### config.mk
export PLATFORM = sky130hd
export DESIGN_NAME = quad_compare_timer_bank
export DESIGN_NICKNAME = d
export VERILOG_FILES = /design/src/hw/rtl/qctb_pkg.sv /design/src/hw/rtl/qctb_timer.sv /design/src/hw/rtl/quad_compare_timer_bank.sv
export SDC_FILE = /design/constraint.sdc
export NUM_CORES = 2
export LEC_CHECK = 0
export ABC_CLOCK_PERIOD_IN_PS = 5400
export BUFFER_PORTS_ARGS = -buffer_cell sky130_fd_sc_hd__buf_2
export CAP_MARGIN = 20
export CORE_UTILIZATION = 55
export CTS_CLUSTER_SIZE = 25
export DETAILED_ROUTE_END_ITERATION = 10
export PLACE_DENSITY = 0.68
export SYNTH_ARGS = -nofsm -noshare
export SYNTH_HDL_FRONTEND = slang
export SYNTH_SLANG_ARGS = --single-unit
export TNS_END_PERCENT = 100
### constraint.sdc
create_clock -name i_clk -period 5.4 [get_ports i_clk]
set_input_delay 0.27 -clock i_clk [delete_from_list [all_inputs] [get_ports i_clk]]
set_output_delay 0.27 -clock i_clk [all_outputs]
set_load 0.02 [all_outputs]
### src/hw/rtl/qctb_pkg.sv
// ----------------------------------------------------------------------------
// qctb_pkg
// Shared types and constants of the quad compare timer bank.
// ----------------------------------------------------------------------------
package qctb_pkg;

    localparam int MAX_TIMERS    = 4;
    localparam int TIMER_COUNT_D = 4;
    localparam int DATA_W        = 32;
    localparam int OFFSET_W      = 13;
    localparam int IRQ_W         = 4;

    localparam int MODE_RUN_BIT  = 7;
    localparam int MODE_CLR_BIT  = 6;

    localparam int ID_HI         = 12;
    localparam int ID_LO         = 11;
    localparam int REG_HI        = 5;
    localparam int REG_LO        = 4;

    typedef enum logic [1:0] {
        ACT_TICK  = 2'd0,
        ACT_READ  = 2'd1,
        ACT_WRITE = 2'd2,
        ACT_NONE  = 2'd3
    } t_action;

    typedef enum logic [1:0] {
        REG_COUNT  = 2'd0,
        REG_MODE   = 2'd1,
        REG_TARGET = 2'd2,
        REG_RSVD   = 2'd3
    } t_reg_sel;

    typedef struct packed {
        logic     tick;
        logic     wr;
        t_reg_sel sel;
    } t_tmr_ctl;

endpackage

### src/hw/rtl/qctb_timer.sv
// ----------------------------------------------------------------------------
// qctb_timer
// One compare timer: count, mode, target and run flag with tick and write.
// ----------------------------------------------------------------------------
module qctb_timer (
    input  logic                            i_clk,
    input  logic                            i_rst_n,
    input  qctb_pkg::t_tmr_ctl              i_ctl,
    input  logic [qctb_pkg::DATA_W-1:0]     i_write_data,
    input  logic [qctb_pkg::DATA_W-1:0]     i_cycle_amount,
    output logic [qctb_pkg::DATA_W-1:0]     o_count,
    output logic [qctb_pkg::DATA_W-1:0]     o_mode,
    output logic [qctb_pkg::DATA_W-1:0]     o_target,
    output logic                            o_irq
);

    logic [qctb_pkg::DATA_W-1:0] r_count, n_count;
    logic [qctb_pkg::DATA_W-1:0] r_mode, n_mode;
    logic [qctb_pkg::DATA_W-1:0] r_target, n_target;
    logic                        r_run, n_run;
    logic [qctb_pkg::DATA_W-1:0] sum;
    logic                        hit;

    assign sum   = r_count + i_cycle_amount;
    assign hit   = (r_target != '0) && (sum >= r_target);
    assign o_irq = i_ctl.tick && r_run && hit;

    always_comb begin
        n_count  = r_count;
        n_mode   = r_mode;
        n_target = r_target;
        n_run    = r_run;
        if (i_ctl.tick && r_run) begin
            n_count = (hit && r_mode[qctb_pkg::MODE_CLR_BIT]) ? '0 : sum;
        end else if (i_ctl.wr) begin
            unique case (i_ctl.sel)
                qctb_pkg::REG_COUNT: begin
                    n_count = i_write_data;
                end
                qctb_pkg::REG_MODE: begin
                    n_mode = i_write_data;
                    n_run  = i_write_data[qctb_pkg::MODE_RUN_BIT];
                    if (!i_write_data[qctb_pkg::MODE_RUN_BIT]) begin
                        n_count = '0;
                    end
                end
                qctb_pkg::REG_TARGET: begin
                    n_target = i_write_data;
                end
                default: begin
                end
            endcase
        end
    end

    always_ff @(posedge i_clk) begin
        if (!i_rst_n) begin
            r_count  <= '0;
            r_mode   <= '0;
            r_target <= '0;
            r_run    <= 1'b0;
        end else begin
            r_count  <= n_count;
            r_mode   <= n_mode;
            r_target <= n_target;
            r_run    <= n_run;
        end
    end

    assign o_count  = r_count;
    assign o_mode   = r_mode;
    assign o_target = r_target;

endmodule

### src/hw/rtl/quad_compare_timer_bank.sv
// ----------------------------------------------------------------------------
// quad_compare_timer_bank
// Bank of compare timers behind a registered transaction pipeline.
// The input register loads on accept and the result register loads when
// the transaction advances; a stalled output can hold it in between.
// Throughput: one transaction per cycle unless the output stalls; timer
// update and read mux sit between the input and result registers.
// Reset: synchronous active low; all timer state and valid flags clear.
// ----------------------------------------------------------------------------
module quad_compare_timer_bank #(
    parameter int TIMER_COUNT = qctb_pkg::TIMER_COUNT_D
) (
    input  logic                              i_clk,
    input  logic                              i_rst_n,
    input  logic                              i_in_valid,
    output logic                              o_in_ready,
    input  logic [1:0]                        i_action,
    input  logic [qctb_pkg::OFFSET_W-1:0]     i_bus_offset,
    input  logic [qctb_pkg::DATA_W-1:0]       i_write_data,
    input  logic [qctb_pkg::DATA_W-1:0]       i_cycle_amount,
    output logic                              o_out_valid,
    input  logic                              i_out_ready,
    output logic [qctb_pkg::DATA_W-1:0]       o_read_data,
    output logic [qctb_pkg::IRQ_W-1:0]        o_irq_mask
);

    logic                          r_in_valid;
    qctb_pkg::t_action             r_action;
    logic [qctb_pkg::OFFSET_W-1:0] r_offset;
    logic [qctb_pkg::DATA_W-1:0]   r_wdata;
    logic [qctb_pkg::DATA_W-1:0]   r_cycles;

    logic                          r_out_valid;
    logic [qctb_pkg::DATA_W-1:0]   r_rdata;
    logic [qctb_pkg::IRQ_W-1:0]    r_irq;

    logic                          advance;
    logic [1:0]                    id;
    qctb_pkg::t_reg_sel            sel;
    logic                          is_tick, is_read, is_write;

    logic [qctb_pkg::DATA_W-1:0]   cnt_q [TIMER_COUNT];
    logic [qctb_pkg::DATA_W-1:0]   mode_q [TIMER_COUNT];
    logic [qctb_pkg::DATA_W-1:0]   tgt_q [TIMER_COUNT];
    logic [TIMER_COUNT-1:0]        irq_q;
    qctb_pkg::t_tmr_ctl            ctl [TIMER_COUNT];

    logic [qctb_pkg::DATA_W-1:0]   n_rdata;
    logic [qctb_pkg::IRQ_W-1:0]    n_irq;

    assign advance    = r_in_valid && (!r_out_valid || i_out_ready);
    assign o_in_ready = !r_in_valid || advance;

    assign id  = r_offset[qctb_pkg::ID_HI:qctb_pkg::ID_LO];
    assign sel = qctb_pkg::t_reg_sel'(r_offset[qctb_pkg::REG_HI:qctb_pkg::REG_LO]);

    always_comb begin
        is_tick  = 1'b0;
        is_read  = 1'b0;
        is_write = 1'b0;
        unique case (r_action)
            qctb_pkg::ACT_TICK:  is_tick  = 1'b1;
            qctb_pkg::ACT_READ:  is_read  = 1'b1;
            qctb_pkg::ACT_WRITE: is_write = 1'b1;
            default: begin
            end
        endcase
    end

    for (genvar g = 0; g < TIMER_COUNT; g++) begin : g_tmr
        assign ctl[g].tick = advance && is_tick;
        assign ctl[g].wr   = advance && is_write && (id == 2'(g));
        assign ctl[g].sel  = sel;

        qctb_timer u_timer (
            .i_clk          (i_clk),
            .i_rst_n        (i_rst_n),
            .i_ctl          (ctl[g]),
            .i_write_data   (r_wdata),
            .i_cycle_amount (r_cycles),
            .o_count        (cnt_q[g]),
            .o_mode         (mode_q[g]),
            .o_target       (tgt_q[g]),
            .o_irq          (irq_q[g])
        );
    end

    always_comb begin
        n_rdata = '0;
        n_irq   = '0;
        for (int n = 0; n < TIMER_COUNT; n++) begin
            n_irq[n] = irq_q[n];
            if (is_read && (id == 2'(n))) begin
                case (sel)
                    qctb_pkg::REG_COUNT:  n_rdata = cnt_q[n];
                    qctb_pkg::REG_MODE:   n_rdata = mode_q[n];
                    qctb_pkg::REG_TARGET: n_rdata = tgt_q[n];
                    default:              n_rdata = '0;
                endcase
            end
        end
    end

    always_ff @(posedge i_clk) begin
        if (!i_rst_n) begin
            r_in_valid  <= 1'b0;
            r_out_valid <= 1'b0;
        end else begin
            if (o_in_ready) begin
                r_in_valid <= i_in_valid;
            end
            if (advance) begin
                r_out_valid <= 1'b1;
            end else if (i_out_ready) begin
                r_out_valid <= 1'b0;
            end
        end
    end

    always_ff @(posedge i_clk) begin
        if (i_in_valid && o_in_ready) begin
            r_action <= qctb_pkg::t_action'(i_action);
            r_offset <= i_bus_offset;
            r_wdata  <= i_write_data;
            r_cycles <= i_cycle_amount;
        end
        if (advance) begin
            r_rdata <= n_rdata;
            r_irq   <= n_irq;
        end
    end

    assign o_out_valid = r_out_valid;
    assign o_read_data = r_rdata;
    assign o_irq_mask  = r_irq;

endmodule
==> summary.md <==
| Metric | Value |
|---|---|
| Outcome | finished clean |
| Startpoint kind of the worst setup timing path | flip-flop |
| Core area | ~56000 sq um |
| Number of vias after detailed routing | around 30000 |
| CP required | approximately 6000 ps |
| Number of nets with antenna violations after routing | 0 |
| Largest net degree at the start of global routing | 147 |
| Sequential area share after synthesis | 0.351 |
| Final count of pins violating max slew | 0 |
| Number of warnings reported in the yosys synthesis log | 0 |
| Wire length of the first global-routing pass | roughly 160 mm |
| Total nets after synthesis | between 4000 and 5000 |
| Pin slew with the least headroom to its limit | approximately 1100 ps |
| Worst-skew pair later-pin latency | between 600 and 700 ps |
| Maximum fanout along the worst path | 16 |
| Final-layout fill cell count | between 4000 and 5000 |
| CTS sink count | just under 500 |
| Count of flip-flops with a built-in enable after synthesis | 106 |
| Synthesized area | approximately 31000 sq um |
| Maximum VDD drop | about 0.28 mV |
| Leakage Power | between 10 and 15 nW |
| Number of synthesized register bits | 492 |
| Path category of the worst min-delay check | in -> reg |
| Via count of the first global-routing pass | 27392 |
| Critical path type | reg -> reg |
| Total power divided by cell area | 250 nW/um^2 |
| Relative area change from synthesis to final layout | 13.4% |
| Gate family responsible for the most delay along the worst path | compound AO/OA/AOI/OAI gates |
| Crit path time final | 5300 ps |
| Total length of routed wires | between 100 and 150 mm |
| Port bufs | ~110 |
| DRT Pass-1 Iters | 6 |
| Cell taking the most area after synthesis | dfxtp_1 |
| Most used standard cells in the synthesized netlist | nand2_1 (721), a21oi_1 (593), dfxtp_1 (386), o21ai_0 (280), nor2_1 (262) |
| Reg2Reg Setup Slack | approximately 100 ps |
| Final net count | 4390 |
| Setup TNS Final | 0 ps |
| Footprint of the multi-input gates | between 15000 and 20000 sq um |
| DRT iter0 DRCs | 3657 |
| Antenna diode instance count | 0 |
| Most used flip-flop cell after synthesis | dfxtp_1 |
| Buf/Inv on CP | 2 |
| Combined global-route utilization of all metal layers | 0.378 |
| Total congestion overflow | 0 |
| Leading post-synthesis cells by cell area | dfxtp_1 (25%), edfxtp_1 (10%), ha_1 (10%) |
| Die outline width | 240 microns |
| Count of maximum capacitance violations | 0 |
| Endpoints failing setup | 0 |
| Slowest cell on the critical path | edfxtp_1 |
| Buffers from clock root to sink, at most | 3 |
| Post-synthesis cell count | 3973 |
| Initial core utilization | 0.561 |
| Register Area | roughly 11000 sq um |
| Worst max-slew margin expressed relative to the limit | 0.267 |
| Capturing element type of the critical path | flip-flop |
| Average cell area after synthesis | just under 8 sq um |
| Share of cells above drive strength 1 | 0.0883 |
| Post-detail-place hpwl | slightly below 80 mm |
| Weighted congestion at the end of routability-driven global placement | 1.00 |
| Worst clock skew on the final layout | approximately 31 ps |
| Chain of cells forming the critical path | buf_4 > ha_1 > a211oi_1 > o21bai_1 > and3_1 > o211ai_1 > a31oi_1 > nor2_1 > o311ai_0 > xor2_1 > ha_1 > nand4_1 > nor4_1 > a221oi_1 > o2111ai_1 > a21oi_1 > nor2_1 > a21oi_2 > buf_12 > and3_1 > a21bo_2 |
| Delay contributed by the slowest stage of the critical path | 460 ps |
| Antenna violations before repair | 4 |
| Critical path data arrival time | just under 6000 ps |
| Number of levels the H-tree was split into | 2 |
| Clock tree from TritonCTS | yes |
| Portion of synthesized cell area occupied by the leading cell type | 0.248 |
| Drt drc | 0 |
| Mean routed wirelength per cell | about 23 microns |
| Ports | about 120 |
| FP Rows | 86 |
| CTS Buf Count | 56 |
| CTS root buffer | clkbuf_16 |
| Core utilization of the finished layout | 0.636 |
| Cell with the most instances after synthesis | nand2_1 |
| Die outline area | between 50000 and 60000 sq um |
| Clock-pin transition on the worst setup and hold timing paths | 60 ps |
| Die boundary height | around 240 microns |
| Fin crit share | 0.981 |
| Proportion of synthesized flip-flops having asynchronous set or reset | 0 |
| Vias per std cell | 6.28 |
| Number of endpoints with negative hold slack in the final report | 0 |
| Distinct cell type count after synthesis | 90 |
| Highest clock frequency the design can meet | 189 MHz |
## cell usage in the layout, fill, tap and decap left out, types with 34 or more instances in the layout
cell	count
nand3_1	53
a21o_1	63
nor2_1	255
buf_4	88
nor4_1	39
nand4_1	37
dfxtp_1	386
a221oi_1	39
mux2i_1	98
ha_1	251
buf_2	110
inv_1	166
xor2_1	42
clkbuf_16	61
o21bai_1	53
o21ai_0	278
a32oi_1	37
dlygate4sd3_1	72
o22ai_1	34
nand2_1	720
edfxtp_1	106
a21oi_1	590
xnor2_1	70
## metrics by stage
| stage | power (W) | cell area, sq um | std cells | hold WS (ps) | setup slack [ps] |
|---|---|---|---|---|---|
| final | 0.00884 | 35300 | 4846 | 99.3 | 105 |
| after global placement | 0.00483 | 32500 | 4662 | 441 | 176 |
| after CTS | 0.00882 | 35100 | 4839 | 47.2 | 67.1 |
| after floorplan | 0.00452 | 31100 | 3973 | 369 | 723 |
| after detailed placement | 0.00484 | 32500 | 4662 | 446 | 70.1 |
| after global routing | 0.00908 | 35300 | 4846 | 76.5 | -46.0 |
## worst paths after layout
kind	cells after the start	to	start
max reg2reg	21	g_tmr[2].u_timer.o_count[31]	r_cycles[1]
min	2	g_tmr[0].u_timer.o_count[24]	i_rst_n
min reg2reg	2	g_tmr[2].u_timer.o_mode[10]	g_tmr[2].u_timer.o_mode[10]
max	21	g_tmr[2].u_timer.o_count[31]	r_cycles[1]
## layout make-up
type                            instances  share of cell area
Clock buffer                           93              0.0512
Clock inverter                         12             0.00362
Inverter                              168              0.0182
Multi-Input combinational cell       3054               0.532
Sequential cell                       492               0.309
Tap cell                              748              0.0265
Timing Repair Buffer                  279              0.0598
## cells by family (layout without fill, tap and decap cells)
group,after synthesis,after routing,share of synthesized area
adder cells (fa/ha/maj),256,256,0.104
buffers and inverters,428,552,0.0521
multiplexers,98,98,0.0315
XOR/XNOR,113,113,0.0320
AND/OR/NAND/NOR,1267,1267,0.175
AO/OA/AOI/OAI,1319,1320,0.255
flip-flops,492,492,0.351
## flip-flops by register name (all words and copies together) (netlist names)
| register | count |
|---|---|
| g_tmr.u_timer.o_count | 128 |
| g_tmr.u_timer.o_mode | 128 |
| g_tmr.u_timer.o_target | 128 |
| o_read_data | 32 |
| r_cycles | 32 |
| r_wdata | 32 |
| o_irq_mask | 4 |
| r_offset | 4 |
| r_action | 2 |
| o_out_valid | 1 |
| r_in_valid | 1 |
## power by group
group	internal (W)	switching [W]
logic	0.000327	0.000580
clock network	0.00237	0.00163
registers	0.00382	0.000120
total	0.00651	0.00233
## repair_timing
item,in CTS,in global routing
hold endpoints to repair,72,0
hold buffers,72,0
endpoints found under the setup margin,0,67
buffers inserted,0,4
resized for setup,0,15
## routing by layer
metal	routed length (microns)	track usage	vias to the layer above
met4	3090	0.103	2
met3	13500	0.0967	192
li1	-	-	14352
met1	47800	0.544	14341
met5	18	0	-
met2	46200	0.555	1570
(Power assumes the default switching activity.)
